## config.mk

```make
export PLATFORM = sky130hd
export DESIGN_NAME = ax25_ui_frame_builder
export DESIGN_NICKNAME = d
export VERILOG_FILES = /design/src/design/ax25ui_pkg.sv /design/src/design/ax25_ui_frame_builder.sv /design/src/design/ax25ui_addr_byte.sv
export SDC_FILE = /design/constraint.sdc
export NUM_CORES = 1
export LEC_CHECK = 0
export BUFFER_PORTS_ARGS = -buffer_cell sky130_fd_sc_hd__buf_4
export CORE_ASPECT_RATIO = 0.8
export CORE_MARGIN = 1
export CORE_UTILIZATION = 40
export DETAILED_ROUTE_END_ITERATION = 8
export GPL_ROUTABILITY_DRIVEN = 0
export HOLD_SLACK_MARGIN = 0.05
export SLEW_MARGIN = 30
export SYNTH_ARGS = -nofsm -noshare
export SYNTH_HDL_FRONTEND = slang
export SYNTH_SLANG_ARGS = --single-unit
```

## constraint.sdc

```tcl
create_clock -name clk -period 8.1 [get_ports clk]
set_clock_uncertainty 0.2 [all_clocks]
set_input_delay 1.62 -clock clk [delete_from_list [all_inputs] [get_ports clk]]
set_output_delay 1.62 -clock clk [all_outputs]
set_load 0.005 [all_outputs]
```

## src/design/ax25ui_pkg.sv

```systemverilog
// Shared types, constants and the byte-wide CRC-16 update for the AX.25 UI frame builder.
// Used by ax25ui_addr_byte, ax25_ui_frame_builder and its testbench; depends on nothing else.
package ax25ui_pkg;

    localparam int          MaxLeadFlags = 32;
    localparam int          FlagCountW   = 6;
    localparam int          CallW        = 48;
    localparam int          SsidW        = 4;
    localparam int          CfgIndexW    = 3;

    localparam logic [7:0]  FlagByte   = 8'h7E;
    localparam logic [7:0]  CtrlUi     = 8'h03;
    localparam logic [7:0]  PidNone    = 8'hF0;
    localparam logic [7:0]  SpaceChar  = 8'h20;
    localparam logic [7:0]  ZeroChar   = 8'h30;
    localparam logic [15:0] CrcInit    = 16'hFFFF;
    localparam logic [15:0] CrcPoly    = 16'h8408;

    typedef enum logic [1:0] {
        KIND_FLAG = 2'd0,
        KIND_ADDR = 2'd1,
        KIND_INFO = 2'd2,
        KIND_FCS  = 2'd3
    } byte_kind_t;

    typedef enum logic [CfgIndexW-1:0] {
        CFG_DEST_CALL   = 3'd0,
        CFG_DEST_SSID   = 3'd1,
        CFG_SOURCE_CALL = 3'd2,
        CFG_SOURCE_SSID = 3'd3,
        CFG_PATH_CALL   = 3'd4,
        CFG_PATH_SSID   = 3'd5,
        CFG_PATH_ENABLE = 3'd6,
        CFG_LEAD_FLAGS  = 3'd7
    } cfg_index_t;

    typedef enum logic [1:0] {
        ADDR_DEST   = 2'd0,
        ADDR_SOURCE = 2'd1,
        ADDR_PATH   = 2'd2
    } addr_sel_t;

    // Station addresses as held by the configuration registers.
    typedef struct packed {
        logic [CallW-1:0] dest_call;
        logic [SsidW-1:0] dest_ssid;
        logic [CallW-1:0] source_call;
        logic [SsidW-1:0] source_ssid;
        logic [CallW-1:0] path_call;
        logic [SsidW-1:0] path_ssid;
        logic             path_enable;
    } addr_cfg_t;

    // Reflected CRC-16 update over one byte, LSB first.
    function automatic logic [15:0] crc_feed(input logic [15:0] crc, input logic [7:0] data);
        logic [15:0] c;
        c = crc ^ {8'h00, data};
        for (int i = 0; i < 8; i++) begin
            if (c[0]) begin
                c = (c >> 1) ^ CrcPoly;
            end else begin
                c = c >> 1;
            end
        end
        return c;
    endfunction

endpackage

```

## src/design/ax25_ui_frame_builder.sv

```systemverilog
// Top level of the AX.25 UI frame builder: configuration registers, per-byte sequencer,
// running CRC-16 and the output register. Depends on ax25ui_pkg and ax25ui_addr_byte.
//
// Usage: information bytes enter on the input channel (in_valid/in_ready, data_byte,
// last_in) and framed bytes leave on the output channel (out_valid/out_ready, out_byte,
// byte_kind, last_of_run). Station addresses, the path enable and the lead flag count are
// written through the cfg channel (cfg_valid/cfg_ready, cfg_index, cfg_data) while no
// frame byte is being worked on; cfg_ready is always high.
// Every transaction on the input produces one or more output transactions, one byte per
// cycle while out_ready is high, from a single sequencer. The first byte of a frame
// produces the lead flags (count saturated at 32), the 14 or 21 address bytes, control and
// PID, and then the data byte; a byte in the middle of a frame produces one output; the
// last byte adds the two frame check bytes and three closing flags. The first result goes
// from the item holder into the output register; the next input is taken in the cycle
// that the current item's final byte is loaded, so mid-frame bytes stream at one per cycle.
// The output register is the only buffer: when the receiver holds out_ready low the
// sequencer stops and in_ready falls once the held item still has bytes to emit.
// Reset empties both the item holder and the output register, closes any open frame,
// sets the CRC to all ones and restores the registers (path enabled, eight lead flags).
module ax25_ui_frame_builder (
    input  logic                                  clk,
    input  logic                                  rst_n,
    input  logic                                  cfg_valid,
    output logic                                  cfg_ready,
    input  logic [ax25ui_pkg::CfgIndexW-1:0]      cfg_index,
    input  logic [ax25ui_pkg::CallW-1:0]          cfg_data,
    input  logic                                  in_valid,
    output logic                                  in_ready,
    input  logic [7:0]                            data_byte,
    input  logic                                  last_in,
    output logic                                  out_valid,
    input  logic                                  out_ready,
    output logic [7:0]                            out_byte,
    output logic [1:0]                            byte_kind,
    output logic                                  last_of_run
);

    typedef enum logic [2:0] {
        PH_LEAD,
        PH_ADDR,
        PH_CTRL,
        PH_PID,
        PH_INFO,
        PH_FCS_LO,
        PH_FCS_HI,
        PH_TRAIL
    } phase_t;

    ax25ui_pkg::addr_cfg_t                  cfg_reg;
    logic [ax25ui_pkg::FlagCountW-1:0]      lead_flags_reg;

    logic                                   item_valid_reg, item_valid_next;
    logic [7:0]                             item_data_reg, item_data_next;
    logic                                   item_last_reg, item_last_next;
    phase_t                                 phase_reg, phase_next;
    logic [ax25ui_pkg::FlagCountW-1:0]      cnt_reg, cnt_next;
    ax25ui_pkg::addr_sel_t                  addr_sel_reg, addr_sel_next;
    logic [2:0]                             char_pos_reg, char_pos_next;
    logic                                   frame_open_reg, frame_open_next;
    logic [15:0]                            crc_reg, crc_next;
    logic                                   out_valid_reg, out_valid_next;
    logic [7:0]                             out_byte_reg, out_byte_next;
    ax25ui_pkg::byte_kind_t                 out_kind_reg, out_kind_next;
    logic                                   out_last_reg, out_last_next;

    logic [ax25ui_pkg::FlagCountW-1:0]      flag_limit;
    logic [ax25ui_pkg::FlagCountW-1:0]      cnt_inc;
    logic [7:0]                             addr_byte;
    logic [7:0]                             emit_byte;
    logic [15:0]                            fcs;
    logic                                   advance;
    logic                                   item_done;
    logic                                   accept;

    assign cfg_ready   = 1'b1;
    assign out_valid   = out_valid_reg;
    assign out_byte    = out_byte_reg;
    assign byte_kind   = out_kind_reg;
    assign last_of_run = out_last_reg;

    ax25ui_addr_byte u_addr_byte (
        .cfg       (cfg_reg),
        .addr_sel  (addr_sel_reg),
        .char_pos  (char_pos_reg),
        .addr_byte (addr_byte)
    );

    // Lead flag count saturates at the maximum supported run.
    assign flag_limit = (lead_flags_reg > ax25ui_pkg::FlagCountW'(ax25ui_pkg::MaxLeadFlags))
                      ? ax25ui_pkg::FlagCountW'(ax25ui_pkg::MaxLeadFlags) : lead_flags_reg;
    assign cnt_inc    = cnt_reg + 1'b1;
    assign fcs        = ~crc_reg;

    // The sequencer moves whenever an item is held and the output register can take a byte.
    assign advance  = item_valid_reg & (~out_valid_reg | out_ready);
    assign in_ready = ~item_valid_reg | item_done;
    assign accept   = in_valid & in_ready;

    always_comb
    begin
        phase_next      = phase_reg;
        cnt_next        = cnt_reg;
        addr_sel_next   = addr_sel_reg;
        char_pos_next   = char_pos_reg;
        frame_open_next = frame_open_reg;
        crc_next        = crc_reg;
        item_valid_next = item_valid_reg;
        item_data_next  = item_data_reg;
        item_last_next  = item_last_reg;
        item_done       = 1'b0;
        emit_byte       = ax25ui_pkg::FlagByte;
        out_kind_next   = ax25ui_pkg::KIND_FLAG;
        out_last_next   = 1'b0;

        case (phase_reg)
            PH_LEAD:
            begin
                emit_byte     = ax25ui_pkg::FlagByte;
                out_kind_next = ax25ui_pkg::KIND_FLAG;
            end
            PH_ADDR:
            begin
                emit_byte     = addr_byte;
                out_kind_next = ax25ui_pkg::KIND_ADDR;
            end
            PH_CTRL:
            begin
                emit_byte     = ax25ui_pkg::CtrlUi;
                out_kind_next = ax25ui_pkg::KIND_ADDR;
            end
            PH_PID:
            begin
                emit_byte     = ax25ui_pkg::PidNone;
                out_kind_next = ax25ui_pkg::KIND_ADDR;
            end
            PH_INFO:
            begin
                emit_byte     = item_data_reg;
                out_kind_next = ax25ui_pkg::KIND_INFO;
                out_last_next = ~item_last_reg;
            end
            PH_FCS_LO:
            begin
                emit_byte     = fcs[7:0];
                out_kind_next = ax25ui_pkg::KIND_FCS;
            end
            PH_FCS_HI:
            begin
                emit_byte     = fcs[15:8];
                out_kind_next = ax25ui_pkg::KIND_FCS;
            end
            PH_TRAIL:
            begin
                emit_byte     = ax25ui_pkg::FlagByte;
                out_kind_next = ax25ui_pkg::KIND_FLAG;
                out_last_next = (cnt_reg == 6'd2);
            end
            default:
            begin
                emit_byte     = ax25ui_pkg::FlagByte;
                out_kind_next = ax25ui_pkg::KIND_FLAG;
            end
        endcase

        if (advance) begin
            case (phase_reg)
                PH_LEAD:
                begin
                    cnt_next = cnt_inc;
                    if (cnt_inc == flag_limit) begin
                        cnt_next   = '0;
                        phase_next = PH_ADDR;
                    end
                end
                PH_ADDR:
                begin
                    crc_next      = ax25ui_pkg::crc_feed(crc_reg, emit_byte);
                    char_pos_next = char_pos_reg + 1'b1;
                    if (char_pos_reg == 3'd6) begin
                        char_pos_next = '0;
                        if (addr_sel_reg == ax25ui_pkg::ADDR_PATH ||
                            (addr_sel_reg == ax25ui_pkg::ADDR_SOURCE && !cfg_reg.path_enable))
                        begin
                            phase_next = PH_CTRL;
                        end else if (addr_sel_reg == ax25ui_pkg::ADDR_DEST) begin
                            addr_sel_next = ax25ui_pkg::ADDR_SOURCE;
                        end else begin
                            addr_sel_next = ax25ui_pkg::ADDR_PATH;
                        end
                    end
                end
                PH_CTRL:
                begin
                    crc_next   = ax25ui_pkg::crc_feed(crc_reg, emit_byte);
                    phase_next = PH_PID;
                end
                PH_PID:
                begin
                    crc_next   = ax25ui_pkg::crc_feed(crc_reg, emit_byte);
                    phase_next = PH_INFO;
                end
                PH_INFO:
                begin
                    crc_next        = ax25ui_pkg::crc_feed(crc_reg, emit_byte);
                    frame_open_next = 1'b1;
                    if (item_last_reg) begin
                        phase_next = PH_FCS_LO;
                    end else begin
                        item_done = 1'b1;
                    end
                end
                PH_FCS_LO:
                begin
                    phase_next = PH_FCS_HI;
                end
                PH_FCS_HI:
                begin
                    phase_next = PH_TRAIL;
                    cnt_next   = '0;
                end
                PH_TRAIL:
                begin
                    cnt_next = cnt_inc;
                    if (cnt_reg == 6'd2) begin
                        item_done       = 1'b1;
                        frame_open_next = 1'b0;
                        crc_next        = ax25ui_pkg::CrcInit;
                    end
                end
                default:
                begin
                    phase_next = PH_INFO;
                end
            endcase
        end

        if (item_done) begin
            item_valid_next = 1'b0;
        end

        // A new item starts either mid-frame with its data byte or with the frame header.
        if (accept) begin
            item_valid_next = 1'b1;
            item_data_next  = data_byte;
            item_last_next  = last_in;
            cnt_next        = '0;
            addr_sel_next   = ax25ui_pkg::ADDR_DEST;
            char_pos_next   = '0;
            if (frame_open_next) begin
                phase_next = PH_INFO;
            end else begin
                crc_next   = ax25ui_pkg::CrcInit;
                phase_next = (flag_limit == '0) ? PH_ADDR : PH_LEAD;
            end
        end

        if (advance) begin
            out_valid_next = 1'b1;
            out_byte_next  = emit_byte;
        end else begin
            out_valid_next = out_valid_reg & ~out_ready;
            out_byte_next  = out_byte_reg;
            out_kind_next  = out_kind_reg;
            out_last_next  = out_last_reg;
        end
    end

    always_ff @(posedge clk or negedge rst_n)
    begin
        if (!rst_n) begin
            cfg_reg.dest_call   <= '0;
            cfg_reg.dest_ssid   <= '0;
            cfg_reg.source_call <= '0;
            cfg_reg.source_ssid <= '0;
            cfg_reg.path_call   <= '0;
            cfg_reg.path_ssid   <= '0;
            cfg_reg.path_enable <= 1'b1;
            lead_flags_reg      <= 6'd8;
            item_valid_reg      <= 1'b0;
            item_data_reg       <= '0;
            item_last_reg       <= 1'b0;
            phase_reg           <= PH_INFO;
            cnt_reg             <= '0;
            addr_sel_reg        <= ax25ui_pkg::ADDR_DEST;
            char_pos_reg        <= '0;
            frame_open_reg      <= 1'b0;
            crc_reg             <= ax25ui_pkg::CrcInit;
            out_valid_reg       <= 1'b0;
            out_byte_reg        <= '0;
            out_kind_reg        <= ax25ui_pkg::KIND_FLAG;
            out_last_reg        <= 1'b0;
        end else begin
            if (cfg_valid && cfg_ready) begin
                case (cfg_index)
                    ax25ui_pkg::CFG_DEST_CALL:   cfg_reg.dest_call   <= cfg_data;
                    ax25ui_pkg::CFG_DEST_SSID:   cfg_reg.dest_ssid   <= cfg_data[3:0];
                    ax25ui_pkg::CFG_SOURCE_CALL: cfg_reg.source_call <= cfg_data;
                    ax25ui_pkg::CFG_SOURCE_SSID: cfg_reg.source_ssid <= cfg_data[3:0];
                    ax25ui_pkg::CFG_PATH_CALL:   cfg_reg.path_call   <= cfg_data;
                    ax25ui_pkg::CFG_PATH_SSID:   cfg_reg.path_ssid   <= cfg_data[3:0];
                    ax25ui_pkg::CFG_PATH_ENABLE: cfg_reg.path_enable <= cfg_data[0];
                    ax25ui_pkg::CFG_LEAD_FLAGS:  lead_flags_reg      <= cfg_data[5:0];
                    default:                     lead_flags_reg      <= lead_flags_reg;
                endcase
            end
            item_valid_reg <= item_valid_next;
            item_data_reg  <= item_data_next;
            item_last_reg  <= item_last_next;
            phase_reg      <= phase_next;
            cnt_reg        <= cnt_next;
            addr_sel_reg   <= addr_sel_next;
            char_pos_reg   <= char_pos_next;
            frame_open_reg <= frame_open_next;
            crc_reg        <= crc_next;
            out_valid_reg  <= out_valid_next;
            out_byte_reg   <= out_byte_next;
            out_kind_reg   <= out_kind_next;
            out_last_reg   <= out_last_next;
        end
    end

endmodule

```

## src/design/ax25ui_addr_byte.sv

```systemverilog
// Address field byte generator: picks one of the three station addresses and forms
// its shifted callsign character or SSID byte. Depends on ax25ui_pkg.
module ax25ui_addr_byte (
    input  ax25ui_pkg::addr_cfg_t cfg,
    input  ax25ui_pkg::addr_sel_t addr_sel,
    input  logic [2:0]            char_pos,
    output logic [7:0]            addr_byte
);

    logic [ax25ui_pkg::CallW-1:0] call;
    logic [ax25ui_pkg::SsidW-1:0] ssid;
    logic                         last_addr;
    logic [7:0]                   chars [6];
    logic [5:0]                   ended;
    logic [7:0]                   ch;
    logic [7:0]                   ssid_byte;

    always_comb
    begin
        case (addr_sel)
            ax25ui_pkg::ADDR_DEST:
            begin
                call      = cfg.dest_call;
                ssid      = cfg.dest_ssid;
                last_addr = 1'b0;
            end
            ax25ui_pkg::ADDR_SOURCE:
            begin
                call      = cfg.source_call;
                ssid      = cfg.source_ssid;
                last_addr = ~cfg.path_enable;
            end
            default:
            begin
                call      = cfg.path_call;
                ssid      = cfg.path_ssid;
                last_addr = 1'b1;
            end
        endcase
    end

    // A zero character ends the callsign; it and everything after it go out as spaces.
    always_comb
    begin
        for (int i = 0; i < 6; i++) begin
            chars[i] = call[8*(5-i) +: 8];
        end
        ended[0] = (chars[0] == 8'h00);
        for (int i = 1; i < 6; i++) begin
            ended[i] = ended[i-1] | (chars[i] == 8'h00);
        end
    end

    always_comb
    begin
        ch        = 8'h00;
        ssid_byte = {{3'b000, ssid} + ax25ui_pkg::ZeroChar[6:0], last_addr};
        for (int i = 0; i < 6; i++) begin
            if (char_pos == 3'(i)) begin
                ch = ended[i] ? ax25ui_pkg::SpaceChar : chars[i];
            end
        end
        if (char_pos == 3'd6) begin
            addr_byte = ssid_byte;
        end else begin
            addr_byte = {ch[6:0], 1'b0};
        end
    end

endmodule

```

==> results of run 1 <==
## worst min path at each step
stage	start	to	slack, ps	depth (start not counted)
2_1_floorplan	item_data_reg[0]	item_data_reg[0]	250	2
3_3_place_gp	byte_kind[1]	byte_kind[1]	260	2
3_5_place_dp	byte_kind[1]	byte_kind[1]	270	2
4_1_cts	byte_kind[1]	byte_kind[1]	280	2
5_1_grt	byte_kind[1]	byte_kind[1]	300	2
6_report	byte_kind[1]	byte_kind[1]	270	2
## cells in the final DEF, fill, tap and decap left out, types with 10 or more instances in the layout
cell       instances
xnor2_1           15
nor2_1            43
nand4_1           10
mux2i_1           53
mux2_2           200
a21oi_1           25
inv_1             15
o21ai_0           35
clkbuf_16         23
dfstp_2           19
nand3_1           13
o22ai_1           12
dfrtp_1          195
nor3_1            13
nand2_1           97
o22a_1            10
buf_4             83
## stage by stage
stage | hold slack (ps) | setup slack, ps | utilization, % | cells
global route | 303 | 2930 | 47.1 | 1365
CTS | 278 | 3140 | 47.1 | 1365
floorplan | 246 | 3870 | - | 932
detailed placement | 266 | 3090 | 44.5 | 1326
finish | 273 | 3150 | 47.1 | 1365
global placement | 260 | 3220 | 44.5 | 1326
## report_power, final
part	switching [mW]	internal, mW
clock	0.422	0.565
combinational	0.715	0.694
sequential	0.215	1.39
total	1.35	2.65
## Yosys cell counts (3+ instances only)
library cell	n	area, um^2
a31oi_1	4	25.0
mux2i_1	53	531
mux2_1	3	33.8
ha_1	3	37.5
buf_1	7	26.3
buf_4	3	22.5
mux2_4	3	45.0
xnor2_1	15	131
o21ai_0	35	175
nand4_1	10	62.6
clkbuf_1	26	97.6
o22ai_1	12	75.1
and2_1	4	25.0
xor2_1	9	78.8
a211oi_1	4	30.0
dfstp_2	19	499
nor2_1	43	161
o31ai_1	9	67.6
nand3_1	13	65.1
nor3_1	15	75.1
nand4b_1	3	26.3
dfrtp_1	197	4930
o22a_1	10	87.6
buf_6	6	67.6
and4_1	3	26.3
buf_2	6	30.0
inv_1	15	56.3
o211ai_1	6	45.0
nand2b_1	8	50.1
a21oi_1	25	125
mux2_2	200	2250
nor2b_1	9	56.3
o221ai_1	4	35.0
or3_1	3	18.8
nand2_1	97	364
## area by class of cell
| cell class | count | share of cell area [%] |
|---|---|---|
| multi-input combinational | 653 | 41.9 |
| sequential | 216 | 43.4 |
| clock inverter | 6 | 0.260 |
| timing repair buffer | 85 | 5.18 |
| clock buffer | 33 | 5.29 |
| inverter | 15 | 0.450 |
| tap | 357 | 3.57 |
## worst register-to-register path: stages, from the launching register on
cell and delay, ps:
dfrtp_2 630, buf_4 630, mux2_4 380, mux2i_1 360, nand4_2 220, o22ai_4 490, nor3_1 120, o32ai_1 400
a211oi_2 180, xnor2_2 230, xnor3_1 420, xnor2_1 160, o22a_1 190
## routing by layer
metal	share of wire (%)	up-vias	GRT usage (%)	wire length (um)
li1	-	3493	-	-
met1	52	3663	30.2	13700
met2	41	163	27.5	10700
met3	4.6	40	3.26	1200
met4	1.8	0	3.85	472
met5	0	-	0	0
## cell families (layout without fill, tap and decap cells)
group	after synthesis	count (layout)	share of synthesized area, %
muxes	259	259	26.1
other	1	1	0.0342
and+or+nand+nor	223	223	9.77
DFF	216	216	49.5
AOI/OAI and AO/OA	139	139	8.84
adders and majority gates	3	3	0.343
buffers and inverters	63	139	2.74
xor gates and xnor gates	28	28	2.63
==> impl_metrics.toml, run 1 <==
[sta]
setup_viol = 0
min_period_ps = 4950
relSlewSlack_pct = 42.9
rsz0062_at_grt = "false"
hold_viol = 0
fmax_mhz = 202
fin_setup_tns_ps = 0
tightest_slew_ps = 857
final_max_slew_viol_count = 0
fin_crit_sh_pct = 61.2

[final_layout]
diodes = 0
drive_above_1_share_pct = 36.3
stdcell_area_um2 = 12500
multiInputGateArea_um2 = 5250
seq_area_um2 = 5430
nNetsFinal = 1062
area_delta_synth_final_pct = 14.3
largest_reg_flops = 157
n_fill_cell = 2452

[synthesis]
synth_cells = 932
synth_cell_type_count = 73
async_flop_share_pct = 100
syn_avg_cell_area_um2 = 11.8
synthFlopType = "dfrtp_1"
synth_nets = 1000
synth-seq-area-share_pct = 49.5
synth_edf_count = 0
ys_seq_elements = 216
yosysWarnings = 0
syn_area_um2 = 11000

[clocking]
cts_buffer_depth = 3
cts.clk_slew.worst_paths_ps = 60
cts_num_sinks = 216
htree_levels = 1
cts_made_buffers = 23
cts_hold_buf = 0
cts_tree = "yes"
clkLatencyLatePin_ps = 510
root_buffer = "clkbuf_16"
postCtsSetupBuffers = 0
ctsResizeCount = 0

[place]
placed_area_um2 = 11800
dp_hpwl_mm = 17.8
port_buffers = 77

[die]
initial_utilization_pct = 41.2
core_um2 = 26600
die_area_um2 = 28100
fp.dieW_um = 187
ios = 79
row_count = 53
die_h_um = 150

[worst_setup_path]
rr_endpoint = "crc_reg[10]"
path_depth = 7
crit_family = "simple AND/OR/NAND/NOR gates"
crit_type = "input pin to output pin"
rr_startpoint = "addr_sel_reg[0]"
cp-endpoint = "in_ready"
startpoint = "out_ready"
cp_common_cell = "buf_4"
end_kind = "output pin"
start_kind = "input pin"
cp.arrival_ps = 3130
rr_worst_depth = 12
crit_fanout = 16
path_buf_inv = 2
reg2reg_setup_slack_ps = 3410
cp_slowest_cell = "nand2_1"
cp_cell_sequence = "buf_4 -> nand2b_1 -> nand2_1 -> nor2_1 -> nand4_1 -> o211ai_1 -> buf_4"
max_stage_delay_ps = 330
crit_required_ps = 6280

[worst_hold_path]
hp-class = "flip-flop to flip-flop"

[route]
first_iter_violations = 540
routed_via_density = 5.39
wirelength_mm = 26.1
wl_per_cell_um = 19.1
vias = 7359
drtAntennaViolNets = 0
dr.pass1.iters = 5
drcViolationCount = 0

[global_routing]
grt_max_degree = 84
grt_pass1_vias = 7499
antenna_found_initial = 0
grt_pass1_wl_mm = 42.9
grt_usage_pct = 19.3
overflow = 0

[status]
outcome = "complete, no violations"

[power_and_ir_drop]
ir_drop_mv = 0.190
totalPowerFinal_mw = 4.01
p_per_area_nw_per_um2 = 320
p_leak_nw = 5.18

[run]
maxCapViolCount = 0
Power figures use the tool's default switching activity.
==> run 2, diff against run 1 <==
--- a/config.mk
+++ b/config.mk
@@ -5,6 +5,7 @@
 export SDC_FILE = /design/constraint.sdc
 export NUM_CORES = 1
 export LEC_CHECK = 0
+export ABC_AREA = 1
 export BUFFER_PORTS_ARGS = -buffer_cell sky130_fd_sc_hd__buf_4
 export CORE_ASPECT_RATIO = 0.8
 export CORE_MARGIN = 1
==> constraint.sdc (replaced) <==
create_clock -name clk -period 4.2 [get_ports clk]
set_clock_uncertainty 0.2 [all_clocks]
set_input_delay 0.84 -clock clk [delete_from_list [all_inputs] [get_ports clk]]
set_output_delay 0.84 -clock clk [all_outputs]
set_load 0.005 [all_outputs]
==> run 2 against run 1 <==
  * Wire length increased by 16%
  * Flip-flop and latch count is the same
  * Area after synthesis grew 1.0%
  * Critical endpoint is now crc_reg[9]
  * Largest cell class unchanged
==> impl_metrics.toml, run 2 <==
[route]
wl_per_cell_um = 15.7
dr.pass1.iters = 5
routed_via_density = 5.09
vias = 9869
first_iter_violations = 946
drcViolationCount = 0
wirelength_mm = 30.3
drtAntennaViolNets = 0

[worst_setup_path]
end_kind = "flip-flop"
crit_required_ps = 4460
reg2reg_setup_slack_ps = 510
cp.arrival_ps = 3960
cp_slowest_cell = "dfrtp_1"
start_kind = "flip-flop"
rr_endpoint = "crc_reg[9]"
rr_worst_depth = 22
cp_cell_sequence = "inv_2 -> nand2_2 -> nor2_1 -> nor2_1 -> nand2_1 -> nor2_1 -> nand2_1 -> nand4_2 -> nor2_4 -> nand2_1 -> nor2_2 -> nand2_1 -> nand2_1 -> nand2_1 -> nand2_1 -> nand2_1 -> nand2_1 -> nand2_1 -> nand2_1 -> nand3_1 -> nand3_1 -> nand2_1"
max_stage_delay_ps = 540
crit_type = "flip-flop to flip-flop"
path_buf_inv = 1
rr_startpoint = "addr_sel_reg[1]"
crit_fanout = 16
cp_common_cell = "nand2_1"
crit_family = "simple AND/OR/NAND/NOR gates"

[synthesis]
synth_nets = 1556
async_flop_share_pct = 100
syn_avg_cell_area_um2 = 7.44
synth-seq-area-share_pct = 49.0
ys_seq_elements = 216
synth_common_cells = "nand2_1 (465), o21ai_0 (206), dfrtp_1 (197)"
synth_edf_count = 0
synth_cells = 1488
syn_area_um2 = 11100
yosysWarnings = 0
yosysMostFrequentCell = "nand2_1"
synthTopCellsByArea = "dfrtp_1 (45%), nand2_1 (16%), o21ai_0 (9.3%)"
synth_cell_type_count = 45
synth_top_cell_area_share_pct = 44.5
synthFlopType = "dfrtp_1"
synth_top_cell_by_area = "dfrtp_1"

[sta]
setup_viol = 0
tightest_slew_ps = 933
min_period_ps = 3690
fin_setup_tns_ps = 0
rsz0062_at_grt = "false"
fin_crit_sh_pct = 87.9
fmax_mhz = 271
hold_viol = 0
final_max_slew_viol_count = 0
relSlewSlack_pct = 37.8
whs_ps = 180

[final_layout]
final_cells = 1937
n_fill_cell = 2714
utilization_pct = 47.5
diodes = 0
area_delta_synth_final_pct = 16.7
layout_commonest_cell = "nand2_1"
stdcell_area_um2 = 12900
drive_above_1_share_pct = 11.6
nNetsFinal = 1623
largest_reg_flops = 157
layout_common_cells = "nand2_1 (462), o21ai_0 (206), dfrtp_1 (197)"

[die]
fp.dieW_um = 188
core_um2 = 27200
die_area_um2 = 28400
ios = 79
initial_utilization_pct = 40.7
row_count = 54
die_h_um = 151

[global_routing]
grt_pass1_wl_mm = 49.4
grt_pass1_vias = 9176
overflow = 0
grt_max_degree = 97
grt_usage_pct = 21.8
antenna_found_initial = 0

[status]
outcome = "complete, no violations"

[place]
placed_area_um2 = 12100
dp_hpwl_mm = 20.9
placed_cells = 1893
port_buffers = 77

[clocking]
cts_made_buffers = 24
cts_tree = "yes"
htree_levels = 1
postCtsSetupBuffers = 0
cts_num_sinks = 216
cts.clk_slew.worst_paths_ps = 70
clkLatencyLatePin_ps = 550
cts_buffer_depth = 3
root_buffer = "clkbuf_16"

[power_and_ir_drop]
p_per_area_nw_per_um2 = 648
p_leak_nw = 6.67
ir_drop_mv = 0.368

[worst_hold_path]
hp-class = "input pin to asynchronous set/reset pin"

[run]
maxCapViolCount = 0
run 2: cell types whose count changed after synthesis, sizes merged, moves of 9 or more:
cell | before | now
mux2 | 206 | 0
nand2 | 97 | 471
o22a | 10 | 1
nand3b | 1 | 10
clkbuf | 26 | 36
nand3 | 13 | 99
mux2i | 53 | 0
inv | 15 | 187
nor2b | 9 | 0
o21ai | 36 | 210
xnor2 | 17 | 3
nor2 | 45 | 121
run 2: worst max-delay path by stage:
stage,start,end,slack [ps],depth (start not counted)
after floorplan,out_ready,crc_reg[10],1300,13
after global placement,addr_sel_reg[1],crc_reg[9],450,23
after detailed placement,addr_sel_reg[1],crc_reg[9],400,23
after CTS,addr_sel_reg[1],crc_reg[9],360,23
after global routing,addr_sel_reg[1],crc_reg[9],140,22
final,addr_sel_reg[1],crc_reg[9],510,22
run 2: cells by family (layout without fill, tap and decap cells):
| kind of cell | count (synthesis) | count (layout) | synth area share, % |
|---|---|---|---|
| AND/OR/NAND/NOR | 729 | 729 | 27.3 |
| AO/OA/AOI/OAI | 283 | 283 | 13.7 |
| buffers and inverters | 245 | 330 | 8.76 |
| flip-flops | 216 | 216 | 49.0 |
| XOR/XNOR | 11 | 11 | 0.870 |
| adder cells (fa/ha/maj) | 3 | 3 | 0.339 |
| other | 1 | 1 | 0.0339 |
run 2: repair_timing:
action / in CTS / in global routing
gates resized for setup: 0 / 1
setup endpoints to repair: 0 / 1
hold buffers: 0 / 0
run 2: cell type report:
type,instances,area [um^2],share of cell area [%]
sequential,216,5430,42.0
multi-input combinational,1027,4700,36.3
clock buffer,36,706,5.46
tap,364,455,3.52
timing repair buffer,99,787,6.09
clock inverter,8,146,1.13
inverter,187,702,5.43
run 2: layer usage:
layer | part of all wire [%] | vias to the layer above | global-route usage (%)
met1 | 51 | 4658 | 33.6
met4 | 2.1 | 0 | 5.41
li1 | - | 4869 | -
met5 | 0 | - | 0
met3 | 6.2 | 52 | 3.52
met2 | 41 | 290 | 31.6
run 2: where the power goes:
part           total, mW  internal (mW)  switching (mW)
registers           3.06           2.68           0.379
clock network       2.26           1.36           0.905
logic               3.05           1.10            1.95
run 2: metrics by stage:
stage	setup WS, ps	power [mW]
floorplan	1300	5.15
global placement	451	6.05
detailed placement	401	6.10
CTS	362	8.39
global route	140	8.98
finish	506	8.37
